File: src/rtl/bfa_pkg.sv
// Shared types and constants for the bitmap frame allocator.
// Field widths of the stream channels, operation codes, controller states
// and the count-update request. No dependencies.
`timescale 1ns / 1ps
`default_nettype none

package bfa_pkg;

  // Field widths fixed by the channel format
  localparam int OP_W       = 2;
  localparam int START_W    = 16;
  localparam int COUNT_W    = 17;
  localparam int CFG_W      = 17;
  localparam int FRAME_W    = 16;
  localparam int FREE_W     = 17;

  // tdata carries the fields packed from bit 0, padded to whole bytes
  localparam int IN_DATA_W  = ((START_W + COUNT_W + 7) / 8) * 8;
  localparam int OUT_DATA_W = ((FRAME_W + FREE_W + 7) / 8) * 8;

  typedef enum logic [OP_W-1:0] {
    OP_ALLOC  = 2'd0,
    OP_FREE   = 2'd1,
    OP_ADD    = 2'd2,
    OP_REMOVE = 2'd3
  } op_t;

  typedef enum logic [5:0] {
    S_CLEAR = 6'b000001,
    S_IDLE  = 6'b000010,
    S_READ  = 6'b000100,
    S_MOD   = 6'b001000,
    S_WRAP  = 6'b010000,
    S_DONE  = 6'b100000
  } state_t;

  // Request to the free-count unit: valid, and count direction
  typedef struct packed {
    logic vld;
    logic up;
  } cnt_req_t;

endpackage

`default_nettype wire

File: src/rtl/bfa_counter.sv
// Free-frame counter with a two-stage popcount pipeline.
// Counts the flagged bits of one bitmap word per request and applies them
// to the saturating count. Depends on bfa_pkg.
`timescale 1ns / 1ps
`default_nettype none

module bfa_counter #(
  parameter int NUM_FRAMES = 65536,
  parameter int WORD_BITS  = 32
) (
  input  wire                                  clk,
  input  wire                                  rst_n,
  input  wire bfa_pkg::cnt_req_t               req,
  input  wire [WORD_BITS-1:0]                  bits,
  output logic                                 busy,
  output logic [$clog2(NUM_FRAMES+1)-1:0]      count
);
  import bfa_pkg::*;

  localparam int FW  = $clog2(NUM_FRAMES + 1);
  localparam int NB  = WORD_BITS / 8;
  localparam int SW  = $clog2(WORD_BITS + 1);

  logic                 a_vld_r, a_up_r;
  logic [WORD_BITS-1:0] a_bits_r;
  logic                 b_vld_r, b_up_r;
  logic [3:0]           b_cnt_r [NB];
  logic [3:0]           byte_cnt [NB];
  logic [SW-1:0]        sum;
  logic [FW:0]          up_sum;
  logic [FW-1:0]        cnt_r, cnt_nxt;

  // Stage A: hold the request word
  always_ff @(posedge clk) begin
    if (!rst_n) begin
      a_vld_r <= 1'b0;
      b_vld_r <= 1'b0;
    end else begin
      a_vld_r <= req.vld;
      b_vld_r <= a_vld_r;
    end
  end

  always_ff @(posedge clk) begin
    a_up_r   <= req.up;
    a_bits_r <= bits;
    b_up_r   <= a_up_r;
    for (int j = 0; j < NB; j++) begin
      b_cnt_r[j] <= byte_cnt[j];
    end
  end

  // Count ones in each byte
  always_comb begin
    for (int j = 0; j < NB; j++) begin
      byte_cnt[j] = '0;
      for (int k = 0; k < 8; k++) begin
        byte_cnt[j] = byte_cnt[j] + {3'b000, a_bits_r[j*8+k]};
      end
    end
  end

  // Stage B: add byte counts and apply with saturation
  always_comb begin
    sum = '0;
    for (int j = 0; j < NB; j++) begin
      sum = sum + SW'(b_cnt_r[j]);
    end
    up_sum  = {1'b0, cnt_r} + (FW+1)'(sum);
    cnt_nxt = cnt_r;
    if (b_vld_r) begin
      if (b_up_r) begin
        cnt_nxt = (up_sum > (FW+1)'(NUM_FRAMES)) ? FW'(NUM_FRAMES) : up_sum[FW-1:0];
      end else begin
        cnt_nxt = (cnt_r < FW'(sum)) ? '0 : cnt_r - FW'(sum);
      end
    end
  end

  always_ff @(posedge clk) begin
    if (!rst_n) begin
      cnt_r <= '0;
    end else begin
      cnt_r <= cnt_nxt;
    end
  end

  assign busy  = a_vld_r | b_vld_r;
  assign count = cnt_r;

endmodule

`default_nettype wire

File: config.mk
export PLATFORM = sky130hd
export DESIGN_NAME = bfa_counter
export DESIGN_NICKNAME = d
export VERILOG_FILES = /design/src/rtl/bfa_pkg.sv /design/src/rtl/bfa_counter.sv
export SDC_FILE = /design/constraint.sdc
export NUM_CORES = 1
export LEC_CHECK = 0
export ABC_AREA = 1
export BUFFER_PORTS_ARGS = -buffer_cell sky130_fd_sc_hd__buf_2
export CAP_MARGIN = 5
export CELL_PAD_IN_SITES_DETAIL_PLACEMENT = 1
export CELL_PAD_IN_SITES_GLOBAL_PLACEMENT = 1
export CORE_MARGIN = 5
export CORE_UTILIZATION = 39
export CTS_CLUSTER_DIAMETER = 200
export DETAILED_ROUTE_END_ITERATION = 10
export PLACE_DENSITY_LB_ADDON = 0.15
export SLEW_MARGIN = 25
export SYNTH_ARGS = -nofsm -noshare
export SYNTH_HDL_FRONTEND = slang
export SYNTH_SLANG_ARGS = --single-unit
File: constraint.sdc
create_clock -name clk -period 3.5 [get_ports clk]
set_input_delay 0.7 -clock clk [delete_from_list [all_inputs] [get_ports clk]]
set_output_delay 0.7 -clock clk [all_outputs]
set_load 0.01 [all_outputs]
# == Word-level counts from Yosys, hierarchy flattened ==
# Memory sizes are Yosys's and may differ from the RTL's.
# Index checks and enable logic that the tools add are counted.
# word_totals
register_bits,53
mem_bits_rw,16
input_bits,36
out_inout_bits,18
word_cells,46
memories,1
# classes
add_sub_neg,33
order_cmp,2
mux,3
bitwise,1
# mem_list
name,words,width,read_ports,rd_clocked_by_memory_dff,write_ports,line_no,source
b_cnt_r,4,4,4,0,4,bfa_counter.sv:27,logic [3:0] b_cnt_r [NB];
# ops
operator,n
$add A4 B1 Y4,16
$mux W17,3
$add A17 B6 Y18,1
$gt A18 B17 Y1 const B,1
$lt A17 B6 Y1,1
$sub A17 B6 Y17,1
$add A3 B1 Y4,4
$add A2 B1 Y3,4
$add A1 B1 Y2,4
$add A5 B4 Y6,1
$add A6 B4 Y6,1
$add A4 B4 Y5,1
$or A1 B1 Y1,1

# == Logic depth before layout (Yosys ltp) ==
# Gate-level depths: netlist of the first run.
# depth
word_depth,7
ltp_mapped,26
ltp_nobuf,25

# == Worst setup path after synthesis of the first run ==
# No wires, ideal clock.
# synth_timing
kind,register to register
startpoint,mem b_cnt_r[1][1]
endpoint,"reg cnt_r[12], in the netlist count[12]"
setup_ps,115
t_arrival_ps,3762
required_ps,3385
path_slack_ps,-376
path_stages_with_launch,24
path_buffers,1
synth_period_minus_slack_ps,3876
cell_sequence,dfxtp_1 > inv_1 > fa_1 > fa_1 > inv_1 > ha_1 > fa_1 > a31oi_1 > inv_1 > ha_1 > buf_6 > nand2_1 > inv_1 > nand3_2 > nand2_2 > nand2_1 > nor2_1 > nand3_1 > xor2_1 > inv_2 > nand2_4 > nand2_4 > nor2_1 > o21a_1
# synth_lines
item,line_no,source
start: declaration,bfa_counter.sv:27,
end signal: assignment,bfa_counter.sv:84,cnt_r <= cnt_nxt;
end: declaration,bfa_counter.sv:31,"logic [FW-1:0] cnt_r, cnt_nxt;"

==> results of run 1 <==
cell usage after synthesis:
library cell / count / area [um^2]
a21oi_1: 17 / 85.1
a21oi_2: 7 / 61.3
a21oi_4: 1 / 16.3
a31oi_1: 1 / 6.26
buf_2: 2 / 10.0
buf_4: 3 / 22.5
buf_6: 6 / 67.6
clkinv_1: 1 / 3.75
clkinv_4: 1 / 8.76
dfxtp_1: 69 / 1380
dlygate4sd1_1: 1 / 8.76
fa_1: 26 / 521
ha_1: 29 / 363
inv_1: 104 / 390
inv_2: 7 / 26.3
nand2_1: 98 / 368
nand2_2: 12 / 75.1
nand2_4: 3 / 33.8
nand3_1: 46 / 230
nand3_2: 4 / 40.0
nand3b_1: 2 / 15.0
nand4_1: 6 / 37.5
nand4_2: 2 / 25.0
nor2_1: 39 / 146
nor2_2: 4 / 25.0
nor2_4: 1 / 11.3
nor3_4: 1 / 16.3
nor4_1: 3 / 18.8
o21a_1: 2 / 15.0
o21ai_0: 12 / 60.1
o21ai_1: 2 / 10.0
o21bai_1: 1 / 7.51
o31ai_1: 1 / 7.51
or2_0: 1 / 6.26
or2_2: 4 / 25.0
xnor2_1: 1 / 8.76
xor2_1: 19 / 166
what timing repair did:
| item | 4_1_cts | 5_1_grt |
|---|---|---|
| setup buffers | 12 | 1 |
| hold buffers | 0 | 0 |
| setup endpoints to repair | 17 | 17 |
| gates cloned | 0 | 0 |
| pin swaps | 28 | 16 |
| gates resized for setup | 60 | 34 |
final timing paths:
check,start,to,depth (start not counted)
min reg2reg,a_up_r$_DFF_P_,b_up_r$_DFF_P_,0
min,a_up_r$_DFF_P_,b_up_r$_DFF_P_,0
max,b_cnt_r[3][1]$_DFF_P_,count[13]$_SDFFE_PN0P_,23
max reg2reg,b_cnt_r[3][1]$_DFF_P_,count[13]$_SDFFE_PN0P_,23
registers in the layout (all words and copies together) (netlist names):
register  cells
b_vld_r       1
b_cnt_r      16
a_up_r        1
b_up_r        1
a_vld_r       1
count        17
a_bits_r     32
critical path: cells and delay by family, from the launching register on:
family                   cells  cell delay, ns
AO/OA/AOI/OAI                2            0.34
XOR/XNOR                     1            0.20
buffers and inverters        6            0.39
adder cells (fa/ha/maj)      5            1.88
flip-flops                   1            0.32
AND/OR/NAND/NOR              9            0.81
layer usage:
| metal | up-vias | routed length, um | global-route usage (%) |
|---|---|---|---|
| li1 | 1862 | - | - |
| met1 | 1827 | 4980 | 23.1 |
| met2 | 59 | 6560 | 36.9 |
| met3 | 21 | 404 | 3.16 |
| met4 | 0 | 257 | 8.84 |
| met5 | - | 0 | 0 |
final cells by class:
| class | instances | share of cell area (%) |
|---|---|---|
| multi-input combinational | 345 | 49.2 |
| clock buffer | 11 | 2.68 |
| inverter | 113 | 7.73 |
| timing repair buffer | 107 | 12.2 |
| clock inverter | 5 | 0.598 |
| tap | 140 | 3.10 |
| sequential | 69 | 24.6 |
kinds of logic after synthesis:
logic type / count (synthesis) / synth area share (%)
AOI/OAI and AO/OA: 44 / 6.23
DFF: 69 / 32.0
xor gates and xnor gates: 20 / 4.05
buffers and inverters: 125 / 12.5
and+or+nand+nor: 226 / 24.8
adders and majority gates: 55 / 20.4
through the flow:
step	setup TNS [ns]	instance area (um^2)	hold WS [ns]	cells	setup slack, ns
6_report	-8.30	5650	0.345	790	-0.529
3_3_place_gp	-14.80	4990	0.313	761	-1.12
2_1_floorplan	-3.82	4340	0.310	539	-0.260
3_5_place_dp	-16.10	4990	0.331	761	-1.15
4_1_cts	-8.01	5520	0.352	789	-0.500
5_1_grt	-11.69	5650	0.352	790	-0.721
==> metrics.cfg, run 1 <==
[sta]
setup_slack_ns = -0.529
max_freq_mhz = 248
slew_headroom_pct = 42.4
rsz0062_at_grt = true
slew_violations = 0
final.setup_skew_ns = 0.0126
period_minus_slack_ns = 4.03
hold_viol_final = 0
finalCritPeriodShare_pct = 115
finalSetupViolations = 17
tightest_slew_ns = 0.862

[critical_path]
cp_data_arrival_time_ns = 4.33
critPathMostFrequentCell = inv_2
worstPathRequired_ns = 3.81
worst_path_max_delay_cell = fa_1
path_cells = inv_2 > fa_1 > fa_1 > inv_2 > ha_4 > fa_2 > a31oi_4 > inv_2 > ha_4 > nand2_1 > nand2_2 > inv_2 > nand2_4 > nand2_4 > nor2_4 > nand3_2 > xor2_2 > inv_2 > nand2_4 > nand2_4 > inv_8 > nand2_2 > a21oi_2
max_stage_delay_ns = 0.51
worst-setup-path-type = reg -> reg
endpoint_kind = register
r2r_slack_ns = -0.53
cp-start-kind = register
cp_max_fo = 8

[placed_design]
io_buffers = 53
gp_congestion = 0.932
place.detailed.hpwl_um = 9280

[global_route]
grt_overflow = 0
grt_max_degree = 23
grt_use_total_pct = 20.2
grt_pass1_vias = 4251
antenna_found_initial = 0
grt_pass1_wl_um = 20700

[synth]
yosysWarnings = 0
synth_cells = 539
mappedNetlistArea_mm2 = 0.00432
synth-seq-cells = 69
synth_seq_area_share_pct = 32.0
syn_nets = 630
ys_types = 37
avgSynthCellArea_um2 = 8.02

[drt]
drc = 0
wl_um = 12200
ant_nets = 0
routed_via_density = 4.77
wire_per_inst_um = 15.4
vias = 3769
dr.pass1.iters = 4
drtIter0Drc = 154

[die]
die_w_um = 115
die_area_mm2 = 0.0133
fp.dieH_um = 115
rows = 38
initial_core_util_pct = 39.9
ios = 54
coreArea_mm2 = 0.0108

[cells_and_area]
seq_area_mm2 = 0.00139
final_nets = 736
final_util_pct = 52.1
final_cell_mix = inv_1, nand2_1, dfxtp_1
final_common_cell = inv_1
insertedDiodeCount = 0
n_fill_cell = 1331
drive_gt1_share_pct = 37.2
area_growth_syn_to_layout_pct = 30.8
multi_input_area_mm2 = 0.00278

[run_status]
status = complete, but fails checks
violations = negative setup slack

[min_path]
hold_class = reg -> reg

[clock_tree]
clkTransAtPathRegs_ns = 0.08
clk_latency_ns = 0.37
h-tree-depth = 3
numCtsBuffers = 9
clock-sinks = 69
clock_path_buffers = 2
cts_tree = yes
clockRootBuffer = clkbuf_8

[flow_run]
cap_violations = 0

Power of run 1 is not shown: default switching activity piles up to over one toggle a cycle in this logic, so the estimate is an artifact.
==> run 2: changes to the inputs <==
--- a/config.mk
+++ b/config.mk
@@ -14,6 +14,7 @@
 export CORE_UTILIZATION = 39
 export CTS_CLUSTER_DIAMETER = 200
 export DETAILED_ROUTE_END_ITERATION = 10
+export GPL_TIMING_DRIVEN = 0
 export PLACE_DENSITY_LB_ADDON = 0.15
 export SLEW_MARGIN = 25
 export SYNTH_ARGS = -nofsm -noshare
==> run 2 against run 1 <==
  * The run still ends with negative setup slack left
  * Setup slack worse by 0.21 ns
  * Clock-buffer cell count fell by 1
  * Routed wire length fell by 2.1%
  * Critical path depth is 1 higher
  * Via count decreased by 0.32%
  * Flip-flop and latch count stayed put
  * Clock skew is 0.0018 ns higher
  * First-iteration DRC count down 7.8%
  * Sequential share of layout area up 0.62 points
  * Non-clock buffer count is 17 lower
  * Final area is 2.5% lower
  * Largest cell class unchanged
==> metrics.cfg, run 2 (same netlist as run 1, synthesis figures left out) <==
[run_status]
violations = negative setup slack
status = complete, but fails checks

[sta]
hold_viol_final = 0
setup_slack_ns = -0.742
rsz0062_at_grt = true
final.setup.tns_ns = -11.51
finalSetupViolations = 17
final.setup_skew_ns = 0.0145
slew_headroom_pct = 67.2
period_minus_slack_ns = 4.24
slew_violations = 0
max_freq_mhz = 236
finalCritPeriodShare_pct = 121
tightest_slew_ns = 0.492

[placed_design]
io_buffers = 52
placed_area_mm2 = 0.00477
place.detailed.hpwl_um = 8830
gp_congestion = 0.871
dp_slack_ns = -1.07

[cells_and_area]
final_cell_mix = inv_1, nand2_1, dfxtp_1
area_growth_syn_to_layout_pct = 27.5
max_flop_register = a_bits_r
largest_reg_flops = 32
final_nets = 719
final_common_cell = inv_1
n_fill_cell = 1322
insertedDiodeCount = 0
drive_gt1_share_pct = 34.9
design_area_mm2 = 0.00551
final_util_pct = 50.8

[drt]
dr.pass1.iters = 4
wl_um = 11900
ant_nets = 0
vias = 3757
drc = 0
wire_per_inst_um = 15.5
drtIter0Drc = 142
routed_via_density = 4.86

[global_route]
antenna_found_initial = 0
grt_pass1_wl_um = 19200
grt_overflow = 0
grt_pass1_vias = 4003
grt_use_total_pct = 18.9
grt_max_degree = 14

[critical_path]
cp_max_fo = 7
cp_data_arrival_time_ns = 4.55
worstPathRequired_ns = 3.81
endpoint_kind = register
worst-setup-path-type = reg -> reg
cp-start-kind = register

[clock_tree]
cts_tree = yes
clock_path_buffers = 2
clockRootBuffer = clkbuf_8
h-tree-depth = 3
clk_latency_ns = 0.37
clock-sinks = 69
clkTransAtPathRegs_ns = 0.08
numCtsBuffers = 9

[flow_run]
cap_violations = 0

[die]
fp.dieH_um = 115
initial_core_util_pct = 39.9
ios = 54
die_w_um = 115
die_area_mm2 = 0.0133
rows = 38
coreArea_mm2 = 0.0108

[min_path]
hold_class = reg -> reg

==> run 2: per-stage QoR <==
step                      hold slack (ns)  std cells
final                               0.331        773
after floorplan                     0.310        539
after detailed placement            0.314        731
after global routing                0.341        773
after CTS                           0.335        765
after global placement              0.315        731
==> run 2: final timing paths <==
check / startpoint / to / slack [ns] / cells after the start
min: a_up_r$_DFF_P_ / b_up_r$_DFF_P_ / 0.33 / 0
max: b_cnt_r[3][1]$_DFF_P_ / count[9]$_SDFFE_PN0P_ / -0.74 / 24
min reg2reg: a_up_r$_DFF_P_ / b_up_r$_DFF_P_ / 0.33 / 0
max reg2reg: b_cnt_r[3][1]$_DFF_P_ / count[9]$_SDFFE_PN0P_ / -0.74 / 24
==> run 2: cell type report <==
type	count	area, um^2	area share [%]
Sequential cell	69	1390	25.2
Clock inverter	6	71.3	1.29
Buffer	10	90.1	1.64
Tap cell	140	175	3.18
Timing Repair Buffer	80	478	8.68
Multi-Input combinational cell	345	2750	49.8
Inverter	113	434	7.88
Clock buffer	10	128	2.32
==> run 2: worst max-delay path: stages, from the launching register on <==
cell and delay (ns):
dfxtp_2 0.33, inv_2 0.03, fa_1 0.49, fa_1 0.53, inv_2 0.04, ha_4 0.16
fa_2 0.41, a31oi_4 0.26, inv_2 0.07, ha_4 0.28, nand2_4 0.10, inv_2 0.05
a21oi_4 0.15, nand2_2 0.08, buf_6 0.13, buf_4 0.13, nand3_2 0.07, nand3_2 0.10
nor2_4 0.10, nand3_2 0.10, nand2_4 0.16, nand2_4 0.10, inv_8 0.11, nand2_1 0.07
a21oi_2 0.12
==> run 2: routing by layer <==
layer / GRT usage (%) / vias to the layer above / wire (um)
met5: 0 / - / 0
met4: 9.62 / 0 / 392
met3: 3.68 / 25 / 501
met2: 34.9 / 82 / 6610
met1: 20.3 / 1825 / 4440
li1: - / 1825 / -
==> run 2: what timing repair did <==
item,in CTS,in global routing
setup buffers,19,9
pin swaps,26,33
endpoints found under the setup margin,17,17
resized for setup,42,47
hold buffers,0,0
Power of run 2 is left out for the same reason.
